File: src/dars_pkg.sv
`timescale 1ns / 1ps
// ----------------------------------------------------------------------------
// Disk arm scheduler package
// Shared widths, register indexes, state codes, control structs and helpers.
// ----------------------------------------------------------------------------
package dars_pkg;

    localparam int TRACK_W         = 9;
    localparam int MOVE_W          = 15;
    localparam int CFG_IDX_W       = 2;
    localparam int KEY_W           = TRACK_W + 1;
    localparam int QUEUE_DEPTH_DEF = 32;
    localparam int MAX_TRACK_DEF   = 500;

    localparam logic [MOVE_W-1:0] MOVE_MAX = {MOVE_W{1'b1}};

    localparam logic [CFG_IDX_W-1:0] CFG_SCAN_MODE   = 2'd0;
    localparam logic [CFG_IDX_W-1:0] CFG_SWEEP_DOWN  = 2'd1;
    localparam logic [CFG_IDX_W-1:0] CFG_START_FIRST = 2'd2;
    localparam logic [CFG_IDX_W-1:0] CFG_START_TRACK = 2'd3;

    typedef enum logic [1:0] {
        ST_LOAD,
        ST_SEARCH,
        ST_EMIT
    } state_t;

    typedef struct packed {
        logic               start;
        logic               scan_mode;
        logic               sweep_down;
        logic [TRACK_W-1:0] head;
        logic [TRACK_W-1:0] pivot;
    } sel_cmd_t;

    typedef struct packed {
        logic               done;
        logic [TRACK_W-1:0] best_track;
    } sel_stat_t;

    function automatic logic [TRACK_W-1:0] track_dist(
        input logic [TRACK_W-1:0] a,
        input logic [TRACK_W-1:0] b
    );
        return (a > b) ? (a - b) : (b - a);
    endfunction

    function automatic logic [TRACK_W-1:0] clamp_track(
        input logic [TRACK_W-1:0] v,
        input logic [TRACK_W-1:0] max_track
    );
        return (v > max_track) ? max_track : v;
    endfunction

endpackage

File: src/dars_req_if.sv
`timescale 1ns / 1ps
// ----------------------------------------------------------------------------
// Request channel
// Carries one track request item and its end-of-batch flag.
// ----------------------------------------------------------------------------
interface dars_req_if;
    import dars_pkg::*;

    logic               valid;
    logic               ready;
    logic [TRACK_W-1:0] request_track;
    logic               batch_end;

    modport source (output valid, output request_track, output batch_end, input ready);
    modport sink (input valid, input request_track, input batch_end, output ready);

endinterface

File: src/dars_rsp_if.sv
`timescale 1ns / 1ps
// ----------------------------------------------------------------------------
// Result channel
// Carries one served track item with the running head movement.
// ----------------------------------------------------------------------------
interface dars_rsp_if;
    import dars_pkg::*;

    logic               valid;
    logic               ready;
    logic [TRACK_W-1:0] served_track;
    logic [MOVE_W-1:0]  total_movement;
    logic               last_served;

    modport source (output valid, output served_track, output total_movement,
                    output last_served, input ready);
    modport sink (input valid, input served_track, input total_movement,
                  input last_served, output ready);

endinterface

File: src/dars_cfg_if.sv
`timescale 1ns / 1ps
// ----------------------------------------------------------------------------
// Configuration write channel
// Carries a register index and its write data.
// ----------------------------------------------------------------------------
interface dars_cfg_if;
    import dars_pkg::*;

    logic                 valid;
    logic                 ready;
    logic [CFG_IDX_W-1:0] index;
    logic [TRACK_W-1:0]   data;

    modport source (output valid, output index, output data, input ready);
    modport sink (input valid, input index, input data, output ready);

endinterface

File: src/dars_store.sv
`timescale 1ns / 1ps
// ----------------------------------------------------------------------------
// Request memory
// One write port and one read port with registered read data.
// ----------------------------------------------------------------------------
module dars_store #(
    parameter int DEPTH = dars_pkg::QUEUE_DEPTH_DEF,
    localparam int IDX_W = $clog2(DEPTH)
) (
    input  logic                         clk,
    input  logic                         wr_en,
    input  logic [IDX_W-1:0]             wr_addr,
    input  logic [dars_pkg::TRACK_W-1:0] wr_data,
    input  logic                         rd_en,
    input  logic [IDX_W-1:0]             rd_addr,
    output logic [dars_pkg::TRACK_W-1:0] rd_data
);
    import dars_pkg::*;

    logic [TRACK_W-1:0] mem [DEPTH];
    logic [TRACK_W-1:0] rd_data_reg;

    always_ff @(posedge clk)
    begin
        if (wr_en)
        begin
            mem[wr_addr] <= wr_data;
        end
        if (rd_en)
        begin
            rd_data_reg <= mem[rd_addr];
        end
    end

    assign rd_data = rd_data_reg;

endmodule

File: src/dars_select.sv
`timescale 1ns / 1ps
// ----------------------------------------------------------------------------
// Next-request selector
// Walks the queued requests through the memory read port and keeps the
// pending one with the smallest ordering key.
// ----------------------------------------------------------------------------
module dars_select #(
    parameter int DEPTH = dars_pkg::QUEUE_DEPTH_DEF,
    localparam int IDX_W = $clog2(DEPTH),
    localparam int CNT_W = $clog2(DEPTH + 1)
) (
    input  logic                         clk,
    input  logic                         rst_n,
    input  dars_pkg::sel_cmd_t           cmd,
    input  logic [CNT_W-1:0]             count,
    input  logic [DEPTH-1:0]             served,
    output logic                         rd_en,
    output logic [IDX_W-1:0]             rd_addr,
    input  logic [dars_pkg::TRACK_W-1:0] rd_data,
    output dars_pkg::sel_stat_t          stat,
    output logic [IDX_W-1:0]             best_idx
);
    import dars_pkg::*;

    logic               issuing_reg;
    logic               chk_reg;
    logic               done_reg;
    logic               found_reg;
    logic [IDX_W-1:0]   addr_reg;
    logic [IDX_W-1:0]   chk_idx_reg;
    logic [KEY_W-1:0]   best_key_reg;
    logic [IDX_W-1:0]   best_idx_reg;
    logic [TRACK_W-1:0] best_trk_reg;

    logic [IDX_W-1:0]   last_idx;
    logic               in_front;
    logic               far_side;
    logic [TRACK_W-1:0] key_mag;
    logic [KEY_W-1:0]   key;
    logic               better;

    assign last_idx = IDX_W'(count - CNT_W'(1));

    // In LOOK mode the key ranks requests on the first leg of a sweep ahead of the
    // rest, and within a leg in the order the head meets them; else it is the seek distance.
    always_comb
    begin
        in_front = 1'b0;
        far_side = 1'b0;
        key_mag  = '0;
        if (!cmd.scan_mode)
        begin
            key_mag = track_dist(cmd.head, rd_data);
        end
        else if (!cmd.sweep_down)
        begin
            in_front = (rd_data >= cmd.pivot);
            far_side = !in_front;
            key_mag  = in_front ? rd_data : ~rd_data;
        end
        else
        begin
            in_front = (rd_data <= cmd.pivot);
            far_side = !in_front;
            key_mag  = in_front ? ~rd_data : rd_data;
        end
        key    = {far_side, key_mag};
        better = !served[chk_idx_reg] && (!found_reg || (key < best_key_reg));
    end

    always_ff @(posedge clk or negedge rst_n)
    begin
        if (!rst_n)
        begin
            issuing_reg <= 1'b0;
            chk_reg     <= 1'b0;
            done_reg    <= 1'b0;
            found_reg   <= 1'b0;
            addr_reg    <= '0;
            chk_idx_reg <= '0;
        end
        else if (cmd.start)
        begin
            issuing_reg <= 1'b1;
            chk_reg     <= 1'b0;
            done_reg    <= 1'b0;
            found_reg   <= 1'b0;
            addr_reg    <= '0;
        end
        else
        begin
            if (issuing_reg)
            begin
                addr_reg    <= addr_reg + IDX_W'(1);
                issuing_reg <= (addr_reg != last_idx);
            end
            chk_reg     <= issuing_reg;
            chk_idx_reg <= addr_reg;
            if (chk_reg && better)
            begin
                found_reg <= 1'b1;
            end
            if (chk_reg && (chk_idx_reg == last_idx))
            begin
                done_reg <= 1'b1;
            end
        end
    end

    always_ff @(posedge clk)
    begin
        if (chk_reg && better)
        begin
            best_key_reg <= key;
            best_idx_reg <= chk_idx_reg;
            best_trk_reg <= rd_data;
        end
    end

    assign rd_en           = issuing_reg;
    assign rd_addr         = addr_reg;
    assign stat.done       = done_reg;
    assign stat.best_track = best_trk_reg;
    assign best_idx        = best_idx_reg;

endmodule

File: src/disk_arm_request_scheduler.sv
`timescale 1ns / 1ps
// ----------------------------------------------------------------------------
// Disk arm request scheduler
// Queues a batch of track requests, then emits them in shortest-seek-first
// or LOOK sweep order with the running head movement.
// Loading accepts one request item per cycle while no batch is being
// scheduled; a request item without the batch end flag gives no result.
// Each served track needs one full pass over the request memory's single
// read port to select it, and the first result follows the selection pass
// that the batch end item starts.
// Reset sets the configuration to defaults and clears the queue count and
// served flags; the request memory is not cleared and needs no clearing pass.
// ----------------------------------------------------------------------------
module disk_arm_request_scheduler #(
    parameter int QUEUE_DEPTH = dars_pkg::QUEUE_DEPTH_DEF,
    parameter int MAX_TRACK   = dars_pkg::MAX_TRACK_DEF
) (
    input  logic        clk,
    input  logic        rst_n,
    dars_req_if.sink    req,
    dars_rsp_if.source  rsp,
    dars_cfg_if.sink    cfg
);
    import dars_pkg::*;

    localparam int IDX_W = $clog2(QUEUE_DEPTH);
    localparam int CNT_W = $clog2(QUEUE_DEPTH + 1);
    localparam logic [TRACK_W-1:0] MAX_T = TRACK_W'(MAX_TRACK);

    state_t state_reg;
    state_t state_next;

    logic               scan_mode_reg;
    logic               sweep_down_reg;
    logic               start_first_reg;
    logic [TRACK_W-1:0] start_track_reg;

    logic [CNT_W-1:0]       count_reg;
    logic [CNT_W-1:0]       served_cnt_reg;
    logic [QUEUE_DEPTH-1:0] served_reg;
    logic [TRACK_W-1:0]     first_reg;
    logic [TRACK_W-1:0]     head_reg;
    logic [TRACK_W-1:0]     pivot_reg;
    logic [MOVE_W-1:0]      sum_reg;

    logic               rsp_valid_reg;
    logic [TRACK_W-1:0] rsp_track_reg;
    logic [MOVE_W-1:0]  rsp_move_reg;
    logic               rsp_last_reg;

    logic               req_ready;
    logic               req_fire;
    logic               batch_go;
    logic               emit_fire;
    logic               sel_start;
    logic [TRACK_W-1:0] req_trk;
    logic               queue_full;
    logic               wr_en;
    logic [CNT_W-1:0]   count_after;
    logic [TRACK_W-1:0] start_head;
    logic               out_free;
    logic               is_last;
    logic [TRACK_W-1:0] step;
    logic [MOVE_W:0]    sum_wide;
    logic [MOVE_W-1:0]  sum_new;

    sel_cmd_t           sel_cmd;
    sel_stat_t          sel_stat;
    logic               rd_en;
    logic [IDX_W-1:0]   rd_addr;
    logic [TRACK_W-1:0] rd_data;
    logic [IDX_W-1:0]   best_idx;

    assign req_trk     = clamp_track(req.request_track, MAX_T);
    assign req_fire    = req.valid && req_ready;
    assign batch_go    = req_fire && req.batch_end;
    assign queue_full  = (count_reg == CNT_W'(QUEUE_DEPTH));
    assign wr_en       = req_fire && !queue_full;
    assign count_after = queue_full ? count_reg : count_reg + CNT_W'(1);
    assign start_head  = !start_first_reg ? clamp_track(start_track_reg, MAX_T)
                       : (count_reg == '0) ? req_trk : first_reg;
    assign out_free    = !rsp_valid_reg || rsp.ready;
    assign is_last     = (served_cnt_reg == count_reg - CNT_W'(1));
    assign step        = track_dist(head_reg, sel_stat.best_track);
    assign sum_wide    = {1'b0, sum_reg} + (MOVE_W + 1)'(step);
    assign sum_new     = (sum_wide > (MOVE_W + 1)'(MOVE_MAX)) ? MOVE_MAX
                                                              : sum_wide[MOVE_W-1:0];

    always_comb
    begin
        state_next = state_reg;
        unique case (state_reg)
            ST_LOAD:
            begin
                if (batch_go)
                begin
                    state_next = ST_SEARCH;
                end
            end
            ST_SEARCH:
            begin
                if (sel_stat.done)
                begin
                    state_next = ST_EMIT;
                end
            end
            ST_EMIT:
            begin
                if (out_free)
                begin
                    state_next = is_last ? ST_LOAD : ST_SEARCH;
                end
            end
            default:
            begin
                state_next = ST_LOAD;
            end
        endcase
    end

    always_comb
    begin
        req_ready = 1'b0;
        emit_fire = 1'b0;
        unique case (state_reg)
            ST_LOAD:
            begin
                req_ready = 1'b1;
            end
            ST_SEARCH:
            begin
                req_ready = 1'b0;
            end
            ST_EMIT:
            begin
                emit_fire = out_free;
            end
            default:
            begin
                req_ready = 1'b0;
            end
        endcase
        sel_start = batch_go || (emit_fire && !is_last);
    end

    always_ff @(posedge clk or negedge rst_n)
    begin
        if (!rst_n)
        begin
            state_reg       <= ST_LOAD;
            scan_mode_reg   <= 1'b0;
            sweep_down_reg  <= 1'b0;
            start_first_reg <= 1'b1;
            start_track_reg <= '0;
        end
        else
        begin
            state_reg <= state_next;
            if (cfg.valid)
            begin
                unique case (cfg.index)
                    CFG_SCAN_MODE:   scan_mode_reg   <= cfg.data[0];
                    CFG_SWEEP_DOWN:  sweep_down_reg  <= cfg.data[0];
                    CFG_START_FIRST: start_first_reg <= cfg.data[0];
                    CFG_START_TRACK: start_track_reg <= cfg.data;
                endcase
            end
        end
    end

    always_ff @(posedge clk or negedge rst_n)
    begin
        if (!rst_n)
        begin
            count_reg      <= '0;
            served_cnt_reg <= '0;
            served_reg     <= '0;
            head_reg       <= '0;
            pivot_reg      <= '0;
            sum_reg        <= '0;
            rsp_valid_reg  <= 1'b0;
        end
        else
        begin
            if (req_fire)
            begin
                count_reg <= count_after;
            end
            if (batch_go)
            begin
                head_reg       <= start_head;
                pivot_reg      <= start_head;
                sum_reg        <= '0;
                served_cnt_reg <= '0;
            end
            if (emit_fire)
            begin
                head_reg       <= sel_stat.best_track;
                served_cnt_reg <= served_cnt_reg + CNT_W'(1);
                if (is_last)
                begin
                    count_reg  <= '0;
                    served_reg <= '0;
                    sum_reg    <= '0;
                end
                else
                begin
                    served_reg[best_idx] <= 1'b1;
                    sum_reg              <= sum_new;
                end
                rsp_valid_reg <= 1'b1;
            end
            else if (rsp.ready)
            begin
                rsp_valid_reg <= 1'b0;
            end
        end
    end

    always_ff @(posedge clk)
    begin
        if (wr_en && (count_reg == '0))
        begin
            first_reg <= req_trk;
        end
        if (emit_fire)
        begin
            rsp_track_reg <= sel_stat.best_track;
            rsp_move_reg  <= sum_new;
            rsp_last_reg  <= is_last;
        end
    end

    assign sel_cmd.start      = sel_start;
    assign sel_cmd.scan_mode  = scan_mode_reg;
    assign sel_cmd.sweep_down = sweep_down_reg;
    assign sel_cmd.head       = head_reg;
    assign sel_cmd.pivot      = pivot_reg;

    dars_store #(
        .DEPTH (QUEUE_DEPTH)
    ) u_store (
        .clk     (clk),
        .wr_en   (wr_en),
        .wr_addr (count_reg[IDX_W-1:0]),
        .wr_data (req_trk),
        .rd_en   (rd_en),
        .rd_addr (rd_addr),
        .rd_data (rd_data)
    );

    dars_select #(
        .DEPTH (QUEUE_DEPTH)
    ) u_select (
        .clk      (clk),
        .rst_n    (rst_n),
        .cmd      (sel_cmd),
        .count    (count_reg),
        .served   (served_reg),
        .rd_en    (rd_en),
        .rd_addr  (rd_addr),
        .rd_data  (rd_data),
        .stat     (sel_stat),
        .best_idx (best_idx)
    );

    assign req.ready          = req_ready;
    assign cfg.ready          = 1'b1;
    assign rsp.valid          = rsp_valid_reg;
    assign rsp.served_track   = rsp_track_reg;
    assign rsp.total_movement = rsp_move_reg;
    assign rsp.last_served    = rsp_last_reg;

    a_emit_after_search: assert property (@(posedge clk) disable iff (!rst_n)
        (state_reg == ST_EMIT) |-> sel_stat.done)
        else $error("Result emitted before the selection pass finished.");

    a_count_bound: assert property (@(posedge clk) disable iff (!rst_n)
        count_reg <= CNT_W'(QUEUE_DEPTH))
        else $error("Request count exceeds the queue depth.");

    a_batch_clear: assert property (@(posedge clk) disable iff (!rst_n)
        (emit_fire && is_last) |=> ((count_reg == '0) && (served_reg == '0)))
        else $error("Batch state not cleared after the final result.");

    a_served_bound: assert property (@(posedge clk) disable iff (!rst_n)
        (state_reg != ST_LOAD) |-> (served_cnt_reg < count_reg))
        else $error("Served count reached the batch size while scheduling.");

endmodule

File: src/flat_wrapper.sv
// flat-port wrapper written by rule: the top's interface ports become plain ports
module disk_arm_request_scheduler_flat import dars_pkg::*;
#(
    parameter int QUEUE_DEPTH = dars_pkg::QUEUE_DEPTH_DEF,
    parameter int MAX_TRACK   = dars_pkg::MAX_TRACK_DEF
)
  (clk, rst_n, req_valid, req_request_track, req_batch_end, req_ready, rsp_valid, rsp_served_track, rsp_total_movement, rsp_last_served, rsp_ready, cfg_valid, cfg_index, cfg_data, cfg_ready);
  dars_req_if req_i ();
  dars_rsp_if rsp_i ();
  dars_cfg_if cfg_i ();
  input  logic clk;
  input  logic rst_n;
  input wire logic [$bits(req_i.valid)-1:0] req_valid;
  input wire logic [$bits(req_i.request_track)-1:0] req_request_track;
  input wire logic [$bits(req_i.batch_end)-1:0] req_batch_end;
  output wire logic [$bits(req_i.ready)-1:0] req_ready;
  output wire logic [$bits(rsp_i.valid)-1:0] rsp_valid;
  output wire logic [$bits(rsp_i.served_track)-1:0] rsp_served_track;
  output wire logic [$bits(rsp_i.total_movement)-1:0] rsp_total_movement;
  output wire logic [$bits(rsp_i.last_served)-1:0] rsp_last_served;
  input wire logic [$bits(rsp_i.ready)-1:0] rsp_ready;
  input wire logic [$bits(cfg_i.valid)-1:0] cfg_valid;
  input wire logic [$bits(cfg_i.index)-1:0] cfg_index;
  input wire logic [$bits(cfg_i.data)-1:0] cfg_data;
  output wire logic [$bits(cfg_i.ready)-1:0] cfg_ready;
  assign req_i.valid = req_valid;
  assign req_i.request_track = req_request_track;
  assign req_i.batch_end = req_batch_end;
  assign req_ready = req_i.ready;
  assign rsp_valid = rsp_i.valid;
  assign rsp_served_track = rsp_i.served_track;
  assign rsp_total_movement = rsp_i.total_movement;
  assign rsp_last_served = rsp_i.last_served;
  assign rsp_i.ready = rsp_ready;
  assign cfg_i.valid = cfg_valid;
  assign cfg_i.index = cfg_index;
  assign cfg_i.data = cfg_data;
  assign cfg_ready = cfg_i.ready;
  disk_arm_request_scheduler #(.QUEUE_DEPTH(QUEUE_DEPTH), .MAX_TRACK(MAX_TRACK)) u_core (.clk(clk), .rst_n(rst_n), .req(req_i), .rsp(rsp_i), .cfg(cfg_i));
endmodule
File: config.mk
export PLATFORM = sky130hd
export DESIGN_NAME = disk_arm_request_scheduler_flat
export DESIGN_NICKNAME = d
export VERILOG_FILES = /design/src/dars_pkg.sv /design/src/dars_req_if.sv /design/src/dars_rsp_if.sv /design/src/dars_cfg_if.sv /design/src/dars_store.sv /design/src/dars_select.sv /design/src/disk_arm_request_scheduler.sv /design/src/flat_wrapper.sv
export SDC_FILE = /design/constraint.sdc
export NUM_CORES = 1
export LEC_CHECK = 0
export BUFFER_PORTS_ARGS = -buffer_cell sky130_fd_sc_hd__buf_2
export CAP_MARGIN = 0
export CORE_MARGIN = 5
export CORE_UTILIZATION = 55
export CTS_BUF_LIST = sky130_fd_sc_hd__clkbuf_4 sky130_fd_sc_hd__clkbuf_8
export CTS_CLUSTER_SIZE = 16
export DETAILED_ROUTE_END_ITERATION = 7
export GPL_ROUTABILITY_DRIVEN = 0
export PLACE_DENSITY_LB_ADDON = 0.05
export SETUP_SLACK_MARGIN = 0.5
export SLEW_MARGIN = 15
export SYNTH_ARGS = -nofsm -noshare
export SYNTH_HDL_FRONTEND = slang
export SYNTH_SLANG_ARGS = --single-unit
export TNS_END_PERCENT = 1
File: constraint.sdc
create_clock -name clk -period 13.2 [get_ports clk]
set_input_delay 1.98 -clock clk [delete_from_list [all_inputs] [get_ports clk]]
set_output_delay 1.98 -clock clk [all_outputs]
set_load 0.02 [all_outputs]
* Yosys cells after proc, flatten, opt, wreduce, memory -nomap -nowiden
Memory sizes are Yosys's and may differ from the RTL's. A register that Yosys moved wholly into a read port is not among the register bits.
Cells that the tools add are included.
** Storage, ports and cells
- Flip-flop bits (word level) :: 164
- Bits in latches :: 0
- RAM bits :: 288
- Bits in read-only memories :: 0
- Bits of input ports :: 26
- Output and inout port bits :: 28
- Word-level logic and storage cells :: 141
- Memories :: 1
** Cells by class
- Add/sub/neg operators :: 9
- Multipliers :: 0
- Div/mod/pow operators :: 0
- Magnitude comparators :: 11
- Equality and inequality tests :: 12
- Shift-type cells :: 0
- Multiplexer cells :: 49
- Bitwise gates (word level) :: 2
- Reduce and logical (&&, ||, !) cells :: 32
** Memories
- u_core.u_store.mem :: depth 32, bits a word 9, rd ports 1, clocked after memory_dff 1, write ports 1, RTL line dars_store.sv:20 : logic [TRACK_W-1:0] mem [DEPTH];
** Operators with widths (number)
- two-way mux 9 bit :: 12
- two-way mux 15 bit :: 4
- two-way mux 6 bit :: 6
- subtractor 9 bit :: 4
- two-way mux 32 bit :: 1
- OR 32 bit :: 1
- greater-than comparator 9 bit :: 2
- greater-than comparator 9 bit, second input constant :: 2
- two-way mux 1 bit :: 18
- adder 15 x 9 -> 16 bit :: 1
- greater-than comparator 16 x 15 -> 1 bit, second input constant :: 1
- adder 6 x 1 -> 6 bit, second input constant :: 2
- < comparator 5 x 6 -> 1 bit, second input constant :: 2
- < comparator 10 bit :: 1
- two-way mux 5 bit :: 2
- nonzero test 2 bit :: 5
- greater-or-equal comparator 9 bit :: 1
- <= comparator 9 bit :: 1
- logical AND 1 bit :: 9
- NOT 9 bit :: 1
- AND reduction 2 bit :: 4
- zero test 1 bit :: 7
- == test 2 bit, second input constant :: 3
- == test 6 bit :: 1
- other kinds (17) :: 24

* Depth between registers and ports, before layout
Gate-level depths: netlist of the first run.
- Depth in word-level cells :: 10
- Mapped depth :: 18
- Gate-level depth less buffers :: 16

* Modules after synthesis
From an unflattened synthesis of the first run, not the netlist that was laid out.
** Second synthesis, totals
- Cell total of the unflattened synthesis :: 1450
- Area total of the unflattened synthesis :: 21519.4 um2
** Modules (own cells, without submodules)
- dars_store :: times used 1, cells each 463, area an instance 11372.2 um2, seq. area each 8918.6 um2
- disk_arm_request_scheduler :: times used 1, cells each 652, area an instance 6779.0 um2, seq. area each 3324.4 um2
- dars_select :: times used 1, cells each 335, area an instance 3368.2 um2, seq. area each 1071.0 um2

* Least setup slack after synthesis of the first run
No wires, ideal clock.
- Path type :: register to register
- From :: reg u_core.u_store.rd_data_reg[4] (netlist: u_core.u_store.rd_data[4]), read port of u_core.u_store.mem
- To :: reg u_core.u_select.best_idx_reg[0] (netlist: u_core.u_select.best_idx[0]), enable pin
- Setup time :: 0.442 ns
- Data arrival time :: 5.352 ns
- Required time :: 12.758 ns
- Slack :: 7.405 ns
- Stages on the path, launching flop included :: 17
- Path buffers :: 1
- Period minus slack after synthesis :: 5.795 ns
- Cells stage by stage :: edfxtp_1 > inv_1 > ha_1 > buf_2 > a211oi_1 > o21ai_0 > o21ai_2 > o211ai_1 > and3_1 > or4_1 > ha_1 > o21ai_0 > o21bai_1 > a211oi_1 > o21ai_0 > a22o_1 > a211oi_1
** On the way
- Cells in the longest elaborated chain, start to end :: 8
- Elaborated cells between the ends (all ways) :: 19
- Classes of those cells :: 2 x add/sub; 4 x order compare; 7 x mux; 1 x bitwise; 5 x reduce/logical
** Ends and longest elaborated chain
- start: declaration :: RTL line dars_store.sv:21 : logic [TRACK_W-1:0] rd_data_reg;
- greater-or-equal comparator 9 bit or <= comparator 9 bit (tied branches) :: RTL line dars_select.sv:57, dars_select.sv:63
- two-way mux 9 bit, on equally long branches :: RTL line dars_select.sv:59, dars_select.sv:65
- two-way mux 9 bit :: RTL line dars_select.sv:55 : else if (!cmd.sweep_down)
- two-way mux 9 bit (*) :: RTL line dars_select.sv:51 : if (!cmd.scan_mode)
- net u_core.u_select.key_mag[5] :: RTL line dars_select.sv:38 : logic [TRACK_W-1:0] key_mag;
- < comparator 10 bit (*) :: RTL line dars_select.sv:68 : better = !served[chk_idx_reg] && (!found_reg || (key < best_key_reg));
- logical OR 1 bit (*) :: RTL line dars_select.sv:68
- logical AND 1 bit (*) :: RTL line dars_select.sv:68
- logical AND 1 bit (*) :: RTL line dars_select.sv:112 : if (chk_reg && better)
- end signal: assignment :: RTL line dars_select.sv:115 : best_idx_reg <= chk_idx_reg;
- end: declaration :: RTL line dars_select.sv:32 : logic [IDX_W-1:0] best_idx_reg;
Mark *: on every way through the listed nets, which the timed path passes. The rest lies on a longest branch.
A chain may end at the register's enable or synchronous reset.

* Worst setup path after layout of the first run
- From :: reg u_core.u_store.rd_data_reg[5] (netlist: u_core.u_store.rd_data[5]), read port of u_core.u_store.mem
- To :: reg u_core.u_select.best_trk_reg[0], enable pin
** On the way
- Cells in the longest elaborated chain, start to end :: 8
- Elaborated cells between the ends (all ways) :: 19
- Classes of those cells :: 2 x add/sub; 4 x order compare; 7 x mux; 1 x bitwise; 5 x reduce/logical
** Ends and longest elaborated chain
- greater-or-equal comparator 9 bit (tied with other cells) :: RTL line dars_select.sv:57 : in_front = (rd_data >= cmd.pivot);
- two-way mux 9 bit, on equally long branches :: RTL line dars_select.sv:59, dars_select.sv:65
- two-way mux 9 bit :: RTL line dars_select.sv:55
- two-way mux 9 bit (*) :: RTL line dars_select.sv:51
- net u_core.u_select.key_mag[5] :: RTL line dars_select.sv:38
- < comparator 10 bit (*) :: RTL line dars_select.sv:68
- logical OR 1 bit (*) :: RTL line dars_select.sv:68
- logical AND 1 bit (*) :: RTL line dars_select.sv:68
- logical AND 1 bit (*) :: RTL line dars_select.sv:112
- end signal: assignment :: RTL line dars_select.sv:116 : best_trk_reg <= rd_data;
- end: declaration :: RTL line dars_select.sv:33 : logic [TRACK_W-1:0] best_trk_reg;
Marks and branches as above.

==> metrics, run 1 <==
outcome=complete, no violations; final setup fails=0; dpl cells=1904; io pins=54; CP top delay family=compound AO/OA/AOI/OAI gates; R2R depth=16; clk slew on worst S/H paths=0.05 ns; CP most frequent cell=o21ai_0; flop and latch count out of synthesis=461; via count=11900; Finished Cell Area=0.02335 mm2; Worst VDD drop=0.0001400 V; prevailing post-synth register cell=edfxtp_1; Clock Tree Root=clkbuf_8; antenna-violating nets left=0; slowest CP cell=a211oi_4; met1 global-route usage=29.65%; yosys synthesis warning count=0; RSZ-0062 raised after global routing=false; hold slack=0.4776 ns; Crit Path Class=flop to flop; max-slew violations=0; Mapped Avg Cell Area=15.14 um2; CTS tree=built; n_diodes=0; max_cap viols=0; Area Overhead vs Synth=10.96%; share of the synthesized area in the top cell type=50.65%; synth top area cells=edfxtp_1, dfrtp_1, mux4_2; Initial Util=55.75%; wire per inst=21.65 um; area leader, netlist=edfxtp_1; Residual DRC=0; global-route wire length before repair=69900 um; most used routing layer=met2; Distinct cells, synth=75; flop2flop setup slack=7.97 ns; Worst R2R Start=u_core.u_store.rd_data[5]; post-synth net total=1490; Post-DP Area=0.02183 mm2; final hold vios=0; worst endpoint required time=13.50 ns; EDFF count, synth=355; met2 Use GR=35.46%; asr flop ratio synth=22.99%; post-CTS setup buffers=0; Critical Path AT=5.52 ns; CTS max path bufs=3; critical path depth=16; Cell Pwr Density=254.9 mW/mm2; initial drt markers=776; worst setup path start=u_core.u_store.rd_data[5]; share of post-route cells with drive strength above 1=23.25%; Chip Width=205.6 um; cts hold-fix bufs=0; post-synthesis sequential area ratio=63.26%; Die Y=205.6 um; Port Buf Inserts=52; leakage power=8.778 nW; vias in the first global route=12200; Least-Margin Pin Slew=1.117 ns; Post-Syn Instances=1390; buffers plus inverters on the worst setup path=2; Post-Route Setup TNS=0 ns; min-delay worst type=flop to flop; Critical Path Sink=u_core.u_select.best_trk_reg[0]; FP Rows=71; antenna violations before repair=0; Congestion Overflow GR=0; Clock Latency Late Sink=0.63 ns; CORE AREA=0.03776 mm2; critical path's largest stage delay=0.57 ns; Resized Gates After CTS=0; largest net degree at the start of global routing=66; worst path cell trace=inv_1 -> ha_1 -> o21ai_0 -> o21ai_0 -> o21ai_2 -> o211ai_1 -> and3_1 -> or4_1 -> ha_1 -> o21ai_0 -> o21bai_1 -> a211oi_1 -> o21ai_0 -> a22o_1 -> a211oi_4 -> buf_4; DP HPWL=29850 um; Netlist Area Pre-Place=0.02105 mm2; max reg flops=288; critical path capture point type=flop; # clock sinks=461; die footprint=0.04228 mm2; reg-to-reg endpoint=u_core.u_select.best_trk_reg[0]; Non-Filler Instances=2042; CTS Buf Count=77; GRT Resource Usage Total=21.66%; Clock Skews=0.02507 ns; drt first pass iters=6; Rel. slew slack=24.98%; share of the clock period used by the worst path=39.60%; met3 Usage GRT=4.224%; Worst setup SP type=flop; Fmax=191.3 MHz; utilization after layout=61.86%; layout net count=1572; number of H-tree levels=3; Final min period=5.228 ns; routed vias/inst=5.830; crit path max fanout=13; total wire length=44200 um
-- kinds of logic (layout without fill, tap and decap cells) --
group,count (synthesis),in the layout,share of synthesized area (%)
adder cells (fa/ha/maj),74,74,4.577
AND/OR/NAND/NOR,276,276,6.515
multiplexers,153,153,13.36
other,1,1,0.01782
AO/OA/AOI/OAI,235,235,7.437
buffers and inverters,140,281,2.723
flip-flops,461,461,63.26
XOR/XNOR,50,50,2.116
-- routing by layer --
metal	vias to the layer above	wire, um	share of wire, %
met1	6006	19140	43
met5	-	0	0
met4	0	1084	2.5
met3	77	2319	5.2
met2	318	21660	49
li1	5503	-	-
-- layout by cell type (no fill, tap or decap), types with 7 or more instances in the layout --
cell,n
nand4_1,15
and2_1,10
buf_2,51
o21ai_0,31
xnor2_1,24
clkbuf_4,35
and3_1,8
mux2i_1,23
nand2_1,55
nor3_1,18
buf_4,21
xor2_1,25
nor3b_1,7
clkinv_2,11
dfrtp_1,103
nor2_1,90
a21oi_1,81
ha_1,69
clkbuf_8,82
nand2b_1,13
a211oi_1,15
inv_1,70
edfxtp_1,355
mux2_2,28
nand3_1,20
nor2b_1,9
a22o_1,12
a21o_1,24
mux4_2,98
a221o_1,8
-- layout make-up --
type	instances	area, um2
timing repair buffer	72	412.9
sequential	461	13320
multi-input combinational	789	7196
clock inverter	21	128.9
clock buffer	117	1391
inverter	71	266.5
fill	2809	14400
tap	511	639.4
-- worst min path at each step --
stage                                         from                     endpoint  depth (start not counted)
finish                         u_core.pivot_reg[7]          u_core.pivot_reg[7]                          1
CTS                            u_core.pivot_reg[2]          u_core.pivot_reg[2]                          1
global route                   u_core.pivot_reg[2]          u_core.pivot_reg[2]                          1
detailed placement             u_core.pivot_reg[6]          u_core.pivot_reg[6]                          1
global placement               u_core.pivot_reg[2]          u_core.pivot_reg[2]                          1
floorplan           u_core.u_select.chk_idx_reg[0]  u_core.u_select.best_idx[0]                          0
-- worst register-to-register path, delay by kind of cell (launching register included) --
family / cells / cell delay (ns)
AND/OR/NAND/NOR: 2 / 0.74
AO/OA/AOI/OAI: 10 / 2.43
buffers and inverters: 2 / 0.44
adder cells (fa/ha/maj): 2 / 0.73
flip-flops: 1 / 0.54
-- synthesized netlist by cell type, drive strengths merged, types with 5 or more instances --
cell / instances
nand3: 20
and3: 8
xor2: 25
and4: 5
a211oi: 17
a221o: 8
mux4: 98
dfrtp: 105
o21a: 6
a31oi: 5
nor3: 19
edfxtp: 355
a21oi: 81
a21o: 24
xnor2: 25
mux2: 31
inv: 70
mux2i: 24
nor3b: 8
o21bai: 5
and2: 10
nand2: 56
nor2: 90
clkbuf: 41
o21ai: 33
fa: 5
a22o: 12
nand3b: 6
buf: 28
nand4: 15
nand2b: 13
o211ai: 6
o31a: 5
o31ai: 6
ha: 69
nor2b: 9
-- through the flow --
stage                     power [mW]  worst slack, ns
after CTS                      6.007            8.049
after floorplan                4.078            7.405
after global routing           6.382            7.653
after detailed placement       4.757            8.118
final                          5.952            7.972
after global placement         4.716            8.167
-- power by group --
| group | switching (mW) | internal (mW) | total, mW | leakage, nW |
|---|---|---|---|---|
| combinational | 1.40 | 1.13 | 2.54 | 3.36 |
| clock | 0.551 | 0.677 | 1.23 | 0.825 |
| sequential | 0.288 | 1.90 | 2.19 | 4.59 |
| total | 2.24 | 3.71 | 5.95 | 8.78 |
(Power assumes the default switching activity.)
==> inputs of run 2 (changes only) <==
Clock period 13.2 ns to 4.8 ns, I/O delays scaled along.
==> metrics, run 2 (same netlist as run 1, synthesis figures left out) <==
DR top layer=met4; max reg flops=288; Final min period=4.291 ns; DP HPWL=29700 um; Post-Route Setup TNS=0 ns; io pins=54; worst path cell trace=ha_4 -> and3_1 -> o311a_1 -> a211oi_4 -> mux2i_4 -> buf_12 -> xnor2_2 -> mux2i_1 -> ha_1 -> a211oi_2 -> o21bai_1 -> a211oi_2 -> o21ai_1 -> a22o_1 -> a211oi_4 -> buf_6 -> clkbuf_16; leakage power=8.893 nW; R2R depth=17; Crit Path Class=flop to flop; antenna-violating nets left=0; final setup fails=0; Least-Margin Pin Slew=1.136 ns; M1 WL=19780 um; buffers plus inverters on the worst setup path=3; max-slew violations=0; worst endpoint required time=5.13 ns; Fmax=233.0 MHz; met3 wire length=2098 um; antenna violations before repair=0; largest net degree at the start of global routing=75; Clock Tree Root=clkbuf_8; Power Total=17.36 mW; Worst setup SP type=flop; Critical Path Sink=u_core.u_select.best_idx[0]; min-delay worst type=input pin to asynchronous set/reset pin; reg-to-reg endpoint=u_core.u_select.best_idx[0]; global-route wire length before repair=71040 um; Critical Path AT=4.62 ns; initial drt markers=727; layout net count=1592; critical path's largest stage delay=0.51 ns; Clock Skews=0.02060 ns; DR WL met2=22210 um; Worst VDD drop=0.0003666 V; drt first pass iters=5; GRT Resource Usage Total=21.93%; via count=11920; worst setup path start=u_core.u_store.rd_data[2]; flop2flop setup slack=0.51 ns; RSZ-0062 raised after global routing=true; final hold vios=0; cts hold-fix bufs=0; # clock sinks=461; Residual DRC=0; Cell Pwr Density=730.4 mW/mm2; share of post-route cells with drive strength above 1=24.89%; CTS Buf Count=76; CP top delay family=compound AO/OA/AOI/OAI gates; Area Overhead vs Synth=12.90%; Rel. slew slack=24.26%; most frequent cells in the layout=edfxtp_1, dfrtp_1, mux4_2, nor2_1, clkbuf_8; slowest CP cell=edfxtp_1; FP Rows=71; critical path depth=17; die footprint=0.04228 mm2; Clock Latency Late Sink=0.61 ns; clk slew on worst S/H paths=0.06 ns; crit path max fanout=5; wire per inst=21.90 um; routed vias/inst=5.779; CORE AREA=0.03776 mm2; Port Buf Inserts=52; outcome=complete, no violations; number of H-tree levels=3; CTS tree=built; vias in the first global route=12340; Die Y=205.6 um; max_cap viols=0; most common cell after layout, fill and taps aside=edfxtp_1; total wire length=45180 um; Worst R2R Start=u_core.u_store.rd_data[2]; Congestion Overflow GR=0; critical path capture point type=flop; CTS max path bufs=3; Initial Util=55.75%; share of the clock period used by the worst path=89.39%; Chip Width=205.6 um
[run 2: cell count changes in the layout (fill, tap and decap cells not counted), moves of 4 or more]
cell	delta
o21ai_0	-4
a211oi_1	-4
clkinv_2	-7
ha_4	+4
ha_1	-8
clkbuf_4	-12
clkinv_1	+12
ha_2	+4
buf_4	+14
buf_12	+4
[run 2: area by class of cell]
| cell class | instances | area [um2] |
|---|---|---|
| Timing Repair Buffer | 93 | 645.6 |
| Tap cell | 511 | 639.4 |
| Fill cell | 2806 | 13990 |
| Antenna cell | 1 | 2.502 |
| Clock inverter | 29 | 212.7 |
| Multi-Input combinational cell | 789 | 7335 |
| Inverter | 71 | 266.5 |
| Sequential cell | 461 | 13320 |
| Clock buffer | 108 | 1343 |
[run 2: worst min-delay path by stage]
stage	slack [ns]	to	from
final	0.26	u_core.sum_reg[10]	rst_n
after global routing	0.30	u_core.start_track_reg[2]	cfg_data[2]
after CTS	0.27	u_core.sum_reg[13]	rst_n
after detailed placement	0.47	u_core.pivot_reg[1]	u_core.pivot_reg[1]
after global placement	0.46	u_core.pivot_reg[1]	u_core.pivot_reg[1]
after floorplan	0.42	u_core.count_reg[0]	rst_n
[run 2: layer usage]
layer	global-route usage (%)	vias to the layer above
li1	-	5543
met1	30.46	6027
met2	35.75	278
met3	3.656	74
met4	7.368	0
met5	0	-
[run 2: report_power, final]
group / switching (mW) / internal, mW
sequential: 0.786 / 5.22
combinational: 4.19 / 3.67
clock: 1.52 / 1.96
[run 2: metrics by stage]
step	util (%)	cells	hold WS (ns)	setup slack, ns	area [um2]
floorplan	-	1390	0.4231	0.4537	21100
detailed placement	58.02	1905	0.4674	0.3732	21910
global placement	58.02	1905	0.4626	0.4861	21910
CTS	62.36	2049	0.2731	0.5013	23540
global route	62.93	2062	0.3013	0.3509	23760
finish	62.94	2063	0.2613	0.5090	23760
[run 2: what timing repair did]
item / in CTS / in global routing
setup buffers: 7 / 11
pin swaps: 1 / 6
resized for setup: 4 / 17
gates cloned: 0 / 2
setup endpoints to repair: 18 / 40
hold endpoints to repair: 0 / 0
==> inputs of run 3 (changes only) <==
Settings changed: CTS_BUF_LIST sky130_fd_sc_hd__clkbuf_4 sky130_fd_sc_hd__clkbuf_8 to unset.
==> metrics, run 3 (same netlist as run 1, synthesis figures left out) <==
outcome=complete, no violations; via count=11840; vias in the first global route=12080; CTS Buf Count=48; Die Y=205.6 um; critical path capture point type=flop; Finished Cell Area=0.02373 mm2; final hold vios=0; clk slew on worst S/H paths=0.06 ns; initial drt markers=825; crit path max fanout=9; Residual DRC=0; Fmax=233.7 MHz; Worst Setup Slack post-DPL=0.3732 ns; RSZ-0062 raised after global routing=true; dpl cells=1905; reg-to-reg endpoint=u_core.u_select.best_trk_reg[5]; max_cap viols=0; hold slack=0.2954 ns; total wire length=44910 um; flop2flop setup slack=0.52 ns; largest net degree at the start of global routing=75; CTS tree=built; Cell Pwr Density=736.5 mW/mm2; wire per inst=22.29 um; DP HPWL=29700 um; Clock Latency Late Sink=0.59 ns; Initial Util=55.75%; Clock Skews=0.02444 ns; Clock Tree Root=clkbuf_16; Worst setup SP type=flop; Post-DP Area=0.02191 mm2; most frequent cells in the layout=edfxtp_1, dfrtp_1, mux4_2, nor2_1, a21oi_1; global-route wire length before repair=70440 um; antenna-violating nets left=0; Chip Width=205.6 um; number of H-tree levels=2; min-delay worst type=input pin to asynchronous set/reset pin; CORE AREA=0.03776 mm2; R2R depth=16; Port Buf Inserts=52; Post-Route Setup TNS=0 ns; cts hold-fix bufs=0; drt first pass iters=5; final setup fails=0; GRT Resource Usage Total=21.65%; routed vias/inst=5.875; Congestion Overflow GR=0; Rel. slew slack=23.43%; Worst VDD drop=0.0003985 V; die footprint=0.04228 mm2; most common cell after layout, fill and taps aside=edfxtp_1; Area Overhead vs Synth=12.76%; io pins=54; # clock sinks=461; worst endpoint required time=5.09 ns; max-slew violations=0; FP Rows=71; n_diodes=0; number of filler instances in the final layout=2784; utilization after layout=62.86%; Final min period=4.279 ns; share of the clock period used by the worst path=89.15%; Multi-input gate area=0.007331 mm2; CTS max path bufs=3; Least-Margin Pin Slew=1.149 ns; Critical Path AT=4.56 ns; max reg flops=288; sequential cell area=0.01332 mm2; Power Total=17.48 mW; Worst R2R Start=u_core.u_store.rd_data[3]; antenna violations before repair=0; Crit Path Class=flop to flop; post-route setup slack=0.5210 ns; layout net count=1566; share of post-route cells with drive strength above 1=22.21%; Non-Filler Instances=2015; leakage power=8.839 nW
-- run 3: cell type report --
| type | count | area share [%] |
|---|---|---|
| inverters | 71 | 1.123 |
| clock inverters | 22 | 0.8013 |
| well taps | 511 | 2.694 |
| repair buffers | 95 | 2.768 |
| flip-flops and latches | 461 | 56.12 |
| multi-input cells | 789 | 30.89 |
| clock buffers | 66 | 5.609 |
-- run 3: layer usage --
| metal | vias up | wire [um] | global-route usage, % |
|---|---|---|---|
| met5 | - | 0 | 0 |
| met4 | 0 | 978 | 5.837 |
| met3 | 67 | 2295 | 3.121 |
| met2 | 294 | 22300 | 35.93 |
| met1 | 5996 | 19330 | 30.47 |
| li1 | 5482 | - | - |
-- run 3: where the power goes --
group	internal, mW	leakage, nW	total (mW)	switching (mW)
Sequential	5.22	4.59	6.00	0.784
Clock	2.05	0.746	3.57	1.52
Combinational	3.71	3.50	7.90	4.19
-- run 3: worst max path at each step --
stage	startpoint	endpoint	slack [ns]	cells past startpoint
finish	u_core.u_store.rd_data[3]	u_core.u_select.best_trk_reg[5]	0.52	16
global route	u_core.u_select.best_trk_reg[3]	u_core.sum_reg[10]	0.33	14
CTS	u_core.u_store.rd_data[2]	u_core.u_select.best_trk_reg[2]	0.51	16
detailed placement	u_core.u_store.rd_data[3]	u_core.u_select.best_idx[2]	0.37	15
global placement	u_core.u_store.rd_data[2]	u_core.u_select.best_idx[3]	0.49	15
floorplan	u_core.u_store.rd_data[3]	u_core.u_select.best_idx[0]	0.45	14
-- run 3: what timing repair did --
action,4_1_cts,5_1_grt
gates resized for setup,5,17
cloned,0,1
setup endpoints to repair,18,40
pin swaps,0,8
setup buffers,6,15
-- run 3: critical path, cell delays in order (launching register included) --
cell and delay, ns:
edfxtp_1 0.45, ha_1 0.33, and3_1 0.18, o311a_1 0.32, a211oi_4 0.33, mux2i_4 0.16, and3_1 0.17, or4_4 0.53
ha_4 0.23, o21ai_1 0.08, o21bai_1 0.12, a211oi_2 0.19, o21ai_1 0.07, a22o_1 0.24, a211oi_4 0.26, buf_6 0.16
clkbuf_16 0.16
